`src/design/kpct_pkg.sv`:
```
// constants and helpers for the keypad-set countdown timer
package kpct_pkg;

  localparam logic       OpKey     = 1'b0;
  localparam logic       OpTick    = 1'b1;

  localparam logic [4:0] KeyNone   = 5'd0;
  localparam logic [4:0] KeyRight  = 5'd10;
  localparam logic [4:0] KeyZero   = 5'd11;
  localparam logic [4:0] KeyLeft   = 5'd12;
  localparam logic [4:0] KeyStart  = 5'd13;
  localparam logic [4:0] KeyDigMax = 5'd9;

  localparam logic [2:0] SecTensMax = 3'd5;
  localparam logic [5:0] SecondsTop = 6'd59;

  localparam logic [1:0] CurMinTens = 2'd0;
  localparam logic [1:0] CurMinUnit = 2'd1;
  localparam logic [1:0] CurSecTens = 2'd2;
  localparam logic [1:0] CurSecUnit = 2'd3;

  function automatic logic [6:0] times_ten(input logic [3:0] d);
    times_ten = 7'({d, 3'b000}) + 7'({d, 1'b0});
  endfunction

endpackage

```
`src/design/keypad_set_countdown_timer_unit.sv`:
```
// top level of the keypad-set countdown timer
//
// input channel: in_valid / in_stall with in_operation (0 key sample, 1 second
// tick) and in_key_code. result channel: out_valid / out_stall carrying the
// entered time, cursor, remaining time, running and the finished pulse.
// one result item for every input item, in order.
// an accepted item waits in the input register; the timer state and the
// result register are updated together when it moves on, which a stall
// of the receiver can hold off.
// throughput is one item per clock while the receiver does not stall: the
// update between input and result register is a single pass.
// when the receiver stalls, the result register holds its item, the input
// register holds the next one and in_stall rises once both are full.
// synchronous active-low reset clears the digits, cursor, countdown, key
// tracking and both valid flags.
module keypad_set_countdown_timer_unit (
  input  logic       clk,
  input  logic       rst_n,
  input  logic       in_valid,
  output logic       in_stall,
  input  logic       in_operation,
  input  logic [4:0] in_key_code,
  output logic       out_valid,
  input  logic       out_stall,
  output logic [6:0] out_set_minutes,
  output logic [5:0] out_set_seconds,
  output logic [1:0] out_cursor_position,
  output logic [6:0] out_remaining_minutes,
  output logic [5:0] out_remaining_seconds,
  output logic       out_running,
  output logic       out_finished
);

  logic       s1_valid_r, s1_valid_nxt;
  logic       s1_op_r;
  logic [4:0] s1_key_r;

  logic       key_held_r, key_held_nxt;
  logic [1:0] cursor_r, cursor_nxt;
  logic [3:0] min_tens_r, min_tens_nxt;
  logic [3:0] min_unit_r, min_unit_nxt;
  logic [2:0] sec_tens_r, sec_tens_nxt;
  logic [3:0] sec_unit_r, sec_unit_nxt;
  logic [6:0] min_left_r, min_left_nxt;
  logic [5:0] sec_left_r, sec_left_nxt;
  logic       counting_r, counting_nxt;
  logic       fin_nxt;

  logic       out_valid_r, out_valid_nxt;
  logic [6:0] out_set_min_r;
  logic [5:0] out_set_sec_r;
  logic [1:0] out_cursor_r;
  logic [6:0] out_rem_min_r;
  logic [5:0] out_rem_sec_r;
  logic       out_running_r;
  logic       out_fin_r;

  logic       adv;
  logic       move;
  logic       accept;
  logic       press;
  logic       is_digit;
  logic [3:0] dig;

  assign adv    = !out_valid_r || !out_stall;
  assign move   = s1_valid_r && adv;
  assign in_stall = s1_valid_r && !adv;
  assign accept = in_valid && !in_stall;

  assign press    = (s1_op_r == kpct_pkg::OpKey) && !key_held_r
                    && (s1_key_r != kpct_pkg::KeyNone);
  assign is_digit = (s1_key_r != kpct_pkg::KeyNone) && (s1_key_r <= kpct_pkg::KeyDigMax);
  assign dig      = (s1_key_r == kpct_pkg::KeyZero) ? 4'd0 : s1_key_r[3:0];

  always_comb begin
    key_held_nxt = key_held_r;
    cursor_nxt   = cursor_r;
    min_tens_nxt = min_tens_r;
    min_unit_nxt = min_unit_r;
    sec_tens_nxt = sec_tens_r;
    sec_unit_nxt = sec_unit_r;
    min_left_nxt = min_left_r;
    sec_left_nxt = sec_left_r;
    counting_nxt = counting_r;
    fin_nxt      = 1'b0;
    if (s1_op_r == kpct_pkg::OpKey) begin
      key_held_nxt = (s1_key_r != kpct_pkg::KeyNone);
      if (press) begin
        if (!counting_r) begin
          if (s1_key_r == kpct_pkg::KeyRight) begin
            cursor_nxt = cursor_r + 2'd1;
          end else if (s1_key_r == kpct_pkg::KeyLeft) begin
            cursor_nxt = cursor_r - 2'd1;
          end else if (is_digit || s1_key_r == kpct_pkg::KeyZero) begin
            case (cursor_r)
              kpct_pkg::CurMinTens: min_tens_nxt = dig;
              kpct_pkg::CurMinUnit: min_unit_nxt = dig;
              kpct_pkg::CurSecTens: begin
                if (dig <= 4'(kpct_pkg::SecTensMax)) sec_tens_nxt = dig[2:0];
              end
              default: sec_unit_nxt = dig;
            endcase
          end
        end
        if (s1_key_r == kpct_pkg::KeyStart) begin
          min_left_nxt = kpct_pkg::times_ten(min_tens_r) + 7'(min_unit_r);
          sec_left_nxt = 6'(kpct_pkg::times_ten({1'b0, sec_tens_r})) + 6'(sec_unit_r);
          counting_nxt = 1'b1;
        end
      end
    end else if (counting_r) begin
      if (sec_left_r != 6'd0) begin
        sec_left_nxt = sec_left_r - 6'd1;
      end else if (min_left_r != 7'd0) begin
        min_left_nxt = min_left_r - 7'd1;
        sec_left_nxt = kpct_pkg::SecondsTop;
      end
      if (sec_left_nxt == 6'd0 && min_left_nxt == 7'd0) begin
        fin_nxt      = 1'b1;
        counting_nxt = 1'b0;
        min_tens_nxt = 4'd0;
        min_unit_nxt = 4'd0;
        sec_tens_nxt = 3'd0;
        sec_unit_nxt = 4'd0;
      end
    end
  end

  always_comb begin
    s1_valid_nxt = s1_valid_r;
    if (accept) begin
      s1_valid_nxt = 1'b1;
    end else if (move) begin
      s1_valid_nxt = 1'b0;
    end
    out_valid_nxt = out_valid_r;
    if (move) begin
      out_valid_nxt = 1'b1;
    end else if (!out_stall) begin
      out_valid_nxt = 1'b0;
    end
  end

  always_ff @(posedge clk) begin
    if (!rst_n) begin
      s1_valid_r  <= 1'b0;
      out_valid_r <= 1'b0;
      key_held_r  <= 1'b0;
      cursor_r    <= kpct_pkg::CurMinTens;
      min_tens_r  <= 4'd0;
      min_unit_r  <= 4'd0;
      sec_tens_r  <= 3'd0;
      sec_unit_r  <= 4'd0;
      min_left_r  <= 7'd0;
      sec_left_r  <= 6'd0;
      counting_r  <= 1'b0;
    end else begin
      s1_valid_r  <= s1_valid_nxt;
      out_valid_r <= out_valid_nxt;
      if (move) begin
        key_held_r <= key_held_nxt;
        cursor_r   <= cursor_nxt;
        min_tens_r <= min_tens_nxt;
        min_unit_r <= min_unit_nxt;
        sec_tens_r <= sec_tens_nxt;
        sec_unit_r <= sec_unit_nxt;
        min_left_r <= min_left_nxt;
        sec_left_r <= sec_left_nxt;
        counting_r <= counting_nxt;
      end
    end
  end

  always_ff @(posedge clk) begin
    if (accept) begin
      s1_op_r  <= in_operation;
      s1_key_r <= in_key_code;
    end
    if (move) begin
      out_set_min_r <= kpct_pkg::times_ten(min_tens_nxt) + 7'(min_unit_nxt);
      out_set_sec_r <= 6'(kpct_pkg::times_ten({1'b0, sec_tens_nxt})) + 6'(sec_unit_nxt);
      out_cursor_r  <= cursor_nxt;
      out_rem_min_r <= min_left_nxt;
      out_rem_sec_r <= sec_left_nxt;
      out_running_r <= counting_nxt;
      out_fin_r     <= fin_nxt;
    end
  end

  assign out_valid             = out_valid_r;
  assign out_set_minutes       = out_set_min_r;
  assign out_set_seconds       = out_set_sec_r;
  assign out_cursor_position   = out_cursor_r;
  assign out_remaining_minutes = out_rem_min_r;
  assign out_remaining_seconds = out_rem_sec_r;
  assign out_running           = out_running_r;
  assign out_finished          = out_fin_r;

endmodule

```
`config.mk`:
```
export PLATFORM = sky130hd
export DESIGN_NAME = keypad_set_countdown_timer_unit
export DESIGN_NICKNAME = d
export VERILOG_FILES = /design/src/design/kpct_pkg.sv /design/src/design/keypad_set_countdown_timer_unit.sv
export SDC_FILE = /design/constraint.sdc
export NUM_CORES = 1
export LEC_CHECK = 0
export ABC_AREA = 1
export CORE_UTILIZATION = 45
export DETAILED_ROUTE_END_ITERATION = 8
export DONT_BUFFER_PORTS = 1
export SKIP_LAST_GASP = 1
export SLEW_MARGIN = 10
export SYNTH_ARGS = -nofsm -noshare
export SYNTH_HDL_FRONTEND = slang
export SYNTH_SLANG_ARGS = --single-unit
```
`constraint.sdc`:
```
create_clock -name clk -period 4.3 [get_ports clk]
set_clock_uncertainty 0.05 [all_clocks]
set_input_delay 0.43 -clock clk [delete_from_list [all_inputs] [get_ports clk]]
set_output_delay 0.43 -clock clk [all_outputs]
set_load 0.01 [all_outputs]
```
[Word level (Yosys, flattened, before mapping)]
Cells that the tools add are included.
Storage, ports and cells
  flip-flop bits (word level): 70
  bits in latches: 0
  RAM bits: 0
  ROM bits: 0
  bits of input ports: 10
  output and inout bits: 32
  logic and storage cells: 135
  memories: 0
Operators by class
  add/sub/neg operators: 12
  $mul: 0
  div/mod/pow operators: 0
  magnitude comparators: 2
  equality and inequality tests: 7
  shift-type cells: 0
  muxes and demuxes: 69
  bitwise logic cells: 1
  reduce and logical (&&, ||, !) cells: 24
Operators by type and width (count)
  4-bit 2-to-1 mux: 28
  7-bit 2-to-1 mux: 8
  6-bit 2-to-1 mux: 8
  3-bit 2-to-1 mux: 10
  6-bit by 4-bit adder with 6-bit output: 4
  5-bit by 4-bit == test with 1-bit output, second input constant: 4
  7-bit by 4-bit adder with 7-bit output: 2
  7-bit by 5-bit adder with 7-bit output: 2
  1-bit 2-to-1 mux: 10
  2-bit 2-to-1 mux: 5
  1-bit logical AND: 7
  7-bit logical NOT: 1
  7-bit nonzero test: 1
  7-bit by 1-bit subtractor with 7-bit output, second input constant: 1
  6-bit logical NOT: 1
  6-bit nonzero test: 1
  6-bit by 1-bit subtractor with 6-bit output, second input constant: 1
  5-bit by 4-bit less-or-equal comparator with 1-bit output, second input constant: 1
  1-bit logical NOT: 5
  5-bit nonzero test: 1
  4-bit by 3-bit less-or-equal comparator with 1-bit output, second input constant: 1
  2-bit AND reduction: 2
  3-bit OR reduction: 1
  2-bit by 1-bit adder with 2-bit output, second input constant: 1
  8 further kinds: 9

[Logic depth before layout (Yosys ltp)]
Gate-level depths: netlist (run 1).
  depth after elaboration: 13
  mapped depth: 24
  gate-level depth less buffers: 24

[Least setup slack after synthesis (run 1)]
OpenSTA, ideal clock, no wires.
  kind: register -> register
  from: register sec_left_r[0]
  to: register out_set_min_r[6] (netlist: out_set_minutes[6]), data pin
  library setup time: 0.252 ns
  arrival time: 3.070 ns
  required time: 3.998 ns
  setup slack: 0.928 ns
  stages on the path, launching flop included: 23
  path buffers: 2
  period minus slack after synthesis: 3.372 ns
  cell sequence: dfxtp_1 > inv_1 > ha_1 > nand2_2 > nor2_4 > buf_6 > nand2_4 > nand2_2 > nand2_2 > nor2_1 > nand2_1 > nor2_2 > nand3_2 > buf_6 > nand2_1 > inv_1 > fa_1 > inv_1 > fa_1 > inv_1 > a31oi_1 > nand2_1 > nand2_1
Between the ends
  longest elaborated chain between the ends: 11
  elaborated cells on any way between the ends: 20
  those cells by class: 3 x add/sub; 13 x mux; 4 x reduce/logical
RTL lines
  start, declared: RTL line keypad_set_countdown_timer_unit.sv:45  | logic [5:0] sec_left_r, sec_left_nxt;
  start signal, assigned: RTL line keypad_set_countdown_timer_unit.sv:168  | sec_left_r <= sec_left_nxt;
  6-bit by 1-bit subtractor with 6-bit output (tied with other cells): RTL line keypad_set_countdown_timer_unit.sv:113  | sec_left_nxt = sec_left_r - 6'd1;
  6-bit 2-to-1 mux or 7-bit 2-to-1 mux (tied branches): RTL line keypad_set_countdown_timer_unit.sv:112  | if (sec_left_r != 6'd0) begin
  6-bit 2-to-1 mux or 7-bit 2-to-1 mux (tied branches): RTL line keypad_set_countdown_timer_unit.sv:111  | end else if (counting_r) begin
  6-bit 2-to-1 mux or 7-bit 2-to-1 mux (tied branches): RTL line keypad_set_countdown_timer_unit.sv:86  | if (s1_op_r == kpct_pkg::OpKey) begin
  6-bit logical NOT or 7-bit logical NOT (tied branches): RTL line keypad_set_countdown_timer_unit.sv:118  | if (sec_left_nxt == 6'd0 && min_left_nxt == 7'd0) begin
  1-bit logical AND (*): RTL line keypad_set_countdown_timer_unit.sv:118
  4-bit 2-to-1 mux (*): RTL line keypad_set_countdown_timer_unit.sv:118
  4-bit 2-to-1 mux (*): RTL line keypad_set_countdown_timer_unit.sv:111
  4-bit 2-to-1 mux (*): RTL line keypad_set_countdown_timer_unit.sv:86
  via min_tens_nxt[2]: RTL line keypad_set_countdown_timer_unit.sv:40  | logic [3:0] min_tens_r, min_tens_nxt;
  7-bit by 5-bit adder with 7-bit output (*): RTL line kpct_pkg.sv:23  | times_ten = 7'({d, 3'b000}) + 7'({d, 1'b0});
  7-bit by 4-bit adder with 7-bit output (*): RTL line keypad_set_countdown_timer_unit.sv:180  | out_set_min_r <= kpct_pkg::times_ten(min_tens_nxt) + 7'(min_unit_nxt);
  end signal, assigned: RTL line keypad_set_countdown_timer_unit.sv:180
  end, declared: RTL line keypad_set_countdown_timer_unit.sv:50  | logic [6:0] out_set_min_r;
The timed path passes the listed nets; every way through them passes the cells marked *. The select of a mux whose other input is x is not followed.
A chain may end at the register's enable or synchronous reset.

[Worst setup path in the final report (run 1)]
Ends and elaborated chain as after synthesis.

==> metrics, run 1 <==
Vias/cell 5.175; Worst slew margin 0.4841; share of the synthesized area in the top cell type 0.2381; DR WL/cell 13.88 um; GPL Wtd Cong 0.9069; Peak supply drop 239.8 uV; chip width 102.5 um; initial drt markers 138; HPWL Detailed 7336 um; unrepaired setup endpoints after global routing no; final hold viol count 0; CP Capture Type register; max-cap violations 0; GRT overflow 0; Peak Freq 252.7 MHz; initial antenna violation count 0; clk slew on worst S/H paths 0.08 ns; Post-Route WL 10140 um; sum of buffers and inverters on the critical path 4; hold_buf cts 0; Initial Util 0.4645; outcome finished, final reports clean; number of flops mapped to enable cells by yosys 36; die area 10500 um2; vias 3783; CTS buffer count 9; ANT nets after route 0; worst skew pair latency 0.35 ns; clock sinks 70; most used cell, CP nand2_1; core area 9774 um2; number of fill cells 946; Nets 641; Slew Limit Fails 0; path category of the worst min-delay check input port to register; Syn Inst Count 598; largest family of logic cells by synthesized area simple AND/OR/NAND/NOR gates; area delta synth->final 7.440%; sequential-to-total area share from yosys stat 0.3880; pin count of the biggest net entering global routing 60; Post-Synth XOR/XNOR Area 0.02122; post-synthesis compound-gate area fraction 0.1466; multiplexer share of the synthesized area 0; Worst Tran Pin Value 0.7730 ns; crit path launch type register; vias in the first global route 3489; Setup-failing EPs final 0; Setup CP Type register to register; adder-cell share of the synthesized area 0.1179; Crit path required time 4.36 ns; CTS tree done; fraction of layout cells with a size suffix above 1 0.06187; Yosys warnings 0; leakage 2.463 nW; pwr dens 374.3 nW/um2; H-tree levels 3; setup tns final 0 ns; post-CTS sizing 0; first-pass detailed-route iteration total 5; commonest cells in the netlist 118 x nand2_1, 106 x inv_1, 56 x o21ai_0; Arrival @ worst endpoint 4.02 ns; Die Y 102.5 um; # port buffers 0; Synth cell types 32; largest cells by area after synthesis edfxtp_1 24%, dfxtp_1 15%, nand2_1 9.8%; pre-CTS setup slack 0.3655 ns; root buf cell clkbuf_8; Critical-path top delay cell fa_1; Yosys reg bits 70; fin crit share 0.9204; antenna cells 0; crit path cell chain inv_1, ha_1, nand2_2, nor2_4, nand2_2, nand2_1, nand2_1, nor2_1, nand2_1, nor2_1, nand3_2, nand2_1, inv_1, fa_1, inv_1, fa_1, inv_1, a31oi_1, nand2_1, nand2_1; # rows 36; Async SR Flop Fraction 0; Overall Power 0.001826 W; Post-Syn Area per Cell 7.593 um2; CP Max Fanout 11; DRC Markers 0; multi-input logic area 2288 um2; global-route wire length before repair 16700 um; post-synthesis simple-gate area fraction 0.2166; synthesized cell area 4541 um2; Clock Tree Buf Depth 2; post-synth top area cell edfxtp_1; Crit path max-delay family simple AND/OR/NAND/NOR gates; min setup slack post-route 0.3422 ns; all-layer global routing usage 0.2072; dominant synthesized flop cell edfxtp_1; Post-CTS Repair Setup Buffers 0; Top Ports 42; hold slack 0.1267 ns; slowest cell delay on critical path 0.54 ns; count leader, synth nand2_1; Post-Synthesis Net Count 646; register area 1762 um2; Tmin final 3.958 ns
[worst paths after layout]
path / startpoint / end / slack (ns) / cells past startpoint
max: sec_left_r[0] / out_set_minutes[6] / 0.34 / 20
min: in_key_code[2] / s1_key_r[2] / 0.13 / 0
min reg2reg: key_held_r / key_held_r / 0.42 / 2
max reg2reg: sec_left_r[0] / out_set_minutes[6] / 0.34 / 20
[cell type report]
type                       instances  share of cell area
clock buffer                      12             0.02770
clock inverter                     4             0.01949
tap                              133             0.03411
timing repair buffer               3            0.004617
inverter                         109             0.08387
sequential                        70              0.3611
multi-input combinational        400              0.4691
[sequential cells by signal (all words and copies together), names as in the netlist, 3 cells and up]
signal                 cells
s1_key_r                   5
out_remaining_seconds      6
min_left_r                 7
sec_tens_r                 3
min_tens_r                 4
min_unit_r                 4
out_remaining_minutes      7
sec_left_r                 6
out_set_minutes            7
out_set_seconds            6
sec_unit_r                 4
[layer usage]
metal	wire [um]	part of all wire	track usage
met5	0	0	0
met4	99	0.0098	0.05824
met3	450	0.044	0.03967
met2	4722	0.47	0.3405
met1	4870	0.48	0.2767
[cells by family (layout without fill, tap and decap cells)]
logic type      after synthesis  in the layout
flops                        70             70
simple gates                225            225
compound gates              126            126
xor+xnor                     11             11
buf+inv                     128            128
fa+ha+maj                    38             38
[metrics by stage]
| step | util | cells | area, um2 |
|---|---|---|---|
| 4_1_cts | 0.4991 | 731 | 4878 |
| 5_1_grt | 0.4991 | 731 | 4878 |
| 6_report | 0.4991 | 731 | 4878 |
| 3_5_place_dp | 0.4756 | 715 | 4648 |
| 3_3_place_gp | 0.4756 | 715 | 4648 |
| 2_1_floorplan | - | 598 | 4541 |
[power breakdown]
group / leakage [nW] / switching, W / internal, W / total (W)
Sequential: 0.626 / 0.0000472 / 0.000761 / 0.000808
Clock: 0.115 / 0.000254 / 0.000386 / 0.000640
Combinational: 1.72 / 0.000250 / 0.000128 / 0.000378
[placed cells by master (no fill, tap or decap)]
cell type  instances
o221ai_1           1
nand3b_1           2
clkbuf_8           9
clkinv_2           1
edfxtp_1          36
nand3_2            2
nand2_4            2
o211ai_1           4
ha_1              30
nand3_1           42
or2_2              2
nor2_2             5
nor3_1             1
nand2_1          118
a21oi_1           51
nor2_4             2
bufinv_16          3
buf_4              3
a21o_1             1
inv_1            106
nor2_1            39
clkbuf_1           3
fa_1               8
xnor2_1            3
a31oi_1            2
nand4_1            5
nand2_2            5
o21ai_0           56
o311ai_0           4
inv_2              3
o22ai_1            1
xor2_1             8
o21ai_1            6
dfxtp_1           34
Note: power is estimated with default switching activity, not from simulation.
==> run 2, diff against run 1 <==
--- a/config.mk
+++ b/config.mk
@@ -9,6 +9,7 @@
 export CORE_UTILIZATION = 45
 export DETAILED_ROUTE_END_ITERATION = 8
 export DONT_BUFFER_PORTS = 1
+export SETUP_SLACK_MARGIN = 0.4
 export SKIP_LAST_GASP = 1
 export SLEW_MARGIN = 10
 export SYNTH_ARGS = -nofsm -noshare
==> run 2 against run 1 <==
Net effect: non-clock buffer count rose by 12; core utilization rose by 1.4 points; sequential power barely moved; wire length rose by 1.9%; via count rose by 3.1%; clock power barely moved.
==> metrics, run 2 (synthesized netlist as in run 1, its figures left out) <==
GR peak layer met2; Worst Tran Pin Value 0.7749 ns; Core Util, Final 0.5129; number of fill cells 933; CTS tree done; CP Max Fanout 6; outcome finished, final reports clean; die area 10500 um2; worst r2r src min_left_r[1]; sum of buffers and inverters on the critical path 4; Clock Tree Buf Depth 2; dpl cells 715; Peak supply drop 240.5 uV; Crit path required time 4.36 ns; Setup-failing EPs final 0; GPL Wtd Cong 0.9069; Arrival @ worst endpoint 3.68 ns; slowest cell delay on critical path 0.58 ns; Critical Path Start min_left_r[1]; antenna cells 0; final hold viol count 0; Global Route met2 Usage 0.3405; Tmin final 3.620 ns; H-tree levels 3; fin crit share 0.8418; ANT nets after route 0; grt met3 use 0.03967; HPWL Detailed 7336 um; clock sinks 70; Crit path max-delay family simple AND/OR/NAND/NOR gates; Nets 653; GRT overflow 0; Vias/cell 5.250; Top Ports 42; Critical-path top delay cell fa_1; crit path cell chain inv_1, ha_4, inv_1, nor2_1, nand3_2, nand2_2, nand3_1, nor2_1, nand2_1, nor2_1, nand3_2, nand2_1, nand2_1, fa_1, inv_1, fa_1, inv_1, a31oi_1, nand2_1, nand2_1; Slew Limit Fails 0; root buf cell clkbuf_8; worst skew pair latency 0.36 ns; Worst slew margin 0.4829; Peak Freq 276.3 MHz; pin count of the biggest net entering global routing 60; first-pass detailed-route iteration total 5; core area 9774 um2; CP Capture Type register; met1 GRT Util 0.2772; DR WL/cell 13.91 um; fraction of layout cells with a size suffix above 1 0.09344; DRC Markers 0; crit path launch type register; Overall Power 0.001850 W; setup tns final 0 ns; initial drt markers 158; leakage 2.524 nW; CTS buffer count 9; # port buffers 0; Setup CP Type register to register; path category of the worst min-delay check input port to register; # rows 36; Initial Util 0.4645; final non-filler cell total 743; all-layer global routing usage 0.2074; vias 3901; vias in the first global route 3492; area delta synth->final 10.42%; commonest non-fill, non-tap cells in the layout 118 x nand2_1, 103 x inv_1, 55 x o21ai_0, 51 x a21oi_1, 40 x nand3_1; unrepaired setup endpoints after global routing no; Post-Route WL 10340 um; Die Y 102.5 um; hold_buf cts 0; pwr dens 368.9 nW/um2; hold slack 0.1284 ns; most used cell, CP nand2_1; Hold Crit Start in_key_code[2]; commonest non-fill, non-tap cell in the layout nand2_1; global-route wire length before repair 16710 um; max-cap violations 0; chip width 102.5 um; initial antenna violation count 0; clk slew on worst S/H paths 0.09 ns
## run 2: cell count changes in the layout (fill, tap and decap cells not counted)
cell | before | now
buf_4 | 3 | 15
ha_1 | 30 | 28
ha_4 | 0 | 2
inv_1 | 106 | 103
inv_2 | 3 | 6
nand3_1 | 42 | 40
nand3_2 | 2 | 3
nand3_4 | 0 | 1
nor2_1 | 39 | 38
nor2_2 | 5 | 6
o21ai_0 | 56 | 55
o21ai_1 | 6 | 7
## run 2: per-stage QoR
step / worst slack, ns / area (um2)
final: 0.6804 / 5014
after global routing: 0.3965 / 5014
after CTS: 0.4337 / 4886
after detailed placement: 0.3655 / 4648
after global placement: 0.5142 / 4648
after floorplan: 0.9280 / 4541
## run 2: area by class of cell
cell class / instances / area (um2) / share of cell area
Clock buffer: 12 / 135.1 / 0.02695
Clock inverter: 4 / 95.09 / 0.01897
Inverter: 109 / 409.1 / 0.08161
Multi-Input combinational cell: 400 / 2333 / 0.4654
Sequential cell: 70 / 1762 / 0.3514
Tap cell: 133 / 166.4 / 0.03319
Timing Repair Buffer: 15 / 112.6 / 0.02246
## run 2: power by group
part,switching [W],internal [W]
sequential,0.0000478,0.000761
combinational,0.000259,0.000142
clock,0.000254,0.000386
## run 2: final timing paths
kind,depth (start not counted),to,slack (ns)
hold reg to reg,2,key_held_r,0.42
hold / removal,0,s1_key_r[2],0.13
setup / recovery,20,out_set_minutes[6],0.68
setup reg to reg,20,out_set_minutes[6],0.68
## run 2: repair_timing
| action | 4_1_cts | 5_1_grt |
|---|---|---|
| pin swaps | 0 | 2 |
| setup endpoints to repair | 1 | 5 |
| resized for setup | 1 | 11 |
| setup buffers | 0 | 12 |
## run 2: per-layer routing
metal / wire length, um / up-vias
met5: 0 / -
met1: 4941 / 1812
met2: 4803 / 111
li1: - / 1966
met3: 478 / 12
met4: 114 / 0
==> run 3, diff against run 2 <==
==> constraint.sdc (replaced) <==
create_clock -name clk -period 3.5 [get_ports clk]
set_clock_uncertainty 0.05 [all_clocks]
set_input_delay 0.35 -clock clk [delete_from_list [all_inputs] [get_ports clk]]
set_output_delay 0.35 -clock clk [all_outputs]
set_load 0.01 [all_outputs]
==> run 3 against run 2 <==
Net effect: power is 26% higher; clock power increased by 13%; die area stayed put; wire length increased by 5.5%; via count increased by 1.8%.
==> metrics, run 3 (synthesized netlist as in run 1, its figures left out) <==
CTS buffer count 9; first-pass detailed-route iteration total 4; ANT nets after route 0; Tmin final 3.234 ns; unrepaired setup endpoints after global routing yes; pwr dens 426.6 nW/um2; Vias/cell 5.165; outcome finished, final reports clean; worst r2r src sec_left_r[0]; Post-Route WL 10900 um; Worst Reg-to-Reg Cells 24; max-cap violations 0; all-layer global routing usage 0.2149; Hold Path Sink s1_key_r[2]; DR WL/cell 14.18 um; pin count of the biggest net entering global routing 60; global-route wire length before repair 17260 um; CTS tree done; final hold viol count 0; Worst R2R End out_set_minutes[6]; core area 9774 um2; HPWL Detailed 7297 um; initial drt markers 178; Top Ports 42; root buf cell clkbuf_8; register area 1767 um2; setup tns final 0 ns; Clock Tree Buf Depth 2; vias 3972; Peak supply drop 358.9 uV; chip width 102.5 um; path category of the worst min-delay check input port to register; Hold Crit Start in_key_code[2]; Arrival @ worst endpoint 3.30 ns; Crit path required time 3.56 ns; worst skew pair latency 0.35 ns; Setup CP Type register to register; fraction of layout cells with a size suffix above 1 0.2013; clock sinks 70; Worst slew margin 0.4212; antenna cells 0; number of fill cells 916; vias in the first global route 3635; area delta synth->final 20.12%; multi-input logic area 2562 um2; DRC Markers 0; crit path launch type register; fin crit share 0.9239; GRT overflow 0; # rows 36; commonest non-fill, non-tap cell in the layout nand2_1; Initial Util 0.4645; Slew Limit Fails 0; # port buffers 0; Die Y 102.5 um; leakage 2.683 nW; GPL Wtd Cong 0.9203; commonest non-fill, non-tap cells in the layout 105 x nand2_1, 98 x inv_1, 52 x o21ai_0, 51 x a21oi_1; CP Capture Type register; initial antenna violation count 0; CP Max Fanout 8; die area 10500 um2; Core Util, Final 0.5580; Worst Tran Pin Value 0.8673 ns; Setup-failing EPs final 0; H-tree levels 3; R2R Setup Slk 0.27 ns; Worst Hold Depth 0; Peak Freq 309.2 MHz; Nets 679; clk slew on worst S/H paths 0.08 ns
run 3: changes by cell type in the layout (fill, tap and decap cells not counted), moves of 4 or more:
cell     previous run  this run
dfxtp_1            34        30
nand2_4             2         7
dfxtp_2             0         4
nor2_1             38        28
buf_4              15        38
inv_1             103        98
nor2_4              2         8
nand2_1           118       105
nand2_2             5        11
inv_2               6        11
nor2_2              6        10
run 3: layout make-up:
type	instances	area share
clock buffers	9	0.02271
clock inverters	7	0.01629
inverters	109	0.07502
multi-input cells	400	0.4698
flip-flops and latches	70	0.3239
well taps	133	0.03051
repair buffers	41	0.06171
run 3: power by group:
part           switching (W)  total [W]  internal [W]
Combinational       0.000375   0.000615      0.000240
Sequential         0.0000549   0.000990      0.000936
Clock               0.000325   0.000721      0.000397
Total               0.000755    0.00233       0.00157
run 3: repair_timing:
action	CTS	global route
pin swaps	21	19
endpoints found under the setup margin	7	7
gates resized for setup	32	29
hold buffers	0	0
setup buffers	23	6
run 3: worst max-delay path, cell delays in order (launching register included):
cell	delay, ns
dfxtp_2	0.34
inv_2	0.07
ha_4	0.16
nand2_4	0.06
nor2_4	0.15
buf_6	0.14
nand2_4	0.06
nand2_2	0.07
nand2_4	0.06
nor2_1	0.11
nand2_1	0.09
nor2_4	0.15
nand3_4	0.13
buf_12	0.17
nand2_1	0.08
inv_1	0.05
ha_1	0.17
ha_1	0.19
inv_1	0.09
fa_2	0.21
inv_1	0.05
a31oi_2	0.19
inv_1	0.05
nand2_1	0.06
nand2_1	0.05
run 3: worst max-delay path by stage:
stage,startpoint,endpoint,slack [ns],cells after the start
global placement,sec_left_r[1],out_set_minutes[6],0.06,20
CTS,sec_left_r[1],out_set_minutes[6],0.26,23
global route,sec_left_r[0],out_set_minutes[6],0.06,21
finish,sec_left_r[0],out_set_minutes[6],0.27,24
floorplan,sec_left_r[0],out_set_minutes[6],0.41,22
detailed placement,sec_left_r[0],out_set_minutes[6],-0.04,20
run 3: routing by layer:
metal  vias up  wire length, um  track usage
met2       137             5126       0.3492
met3        11              583      0.03215
met5         -                0            0
met4         0              126      0.05495
li1       2018                -            -
met1      1806             5066       0.2978
run 3: per-stage QoR:
step / setup slack [ns] / std cells / total power (W) / instance area, um2 / hold slack, ns
6_report: 0.2663 / 769 / 0.002327 / 5454 / 0.04399
5_1_grt: 0.05853 / 769 / 0.002451 / 5454 / 0.02950
4_1_cts: 0.2603 / 763 / 0.002299 / 5279 / 0.02697
3_5_place_dp: -0.03733 / 724 / 0.001499 / 4781 / 0.3989
3_3_place_gp: 0.05780 / 724 / 0.001494 / 4781 / 0.3866
2_1_floorplan: 0.4104 / 598 / 0.001385 / 4593 / 0.3801
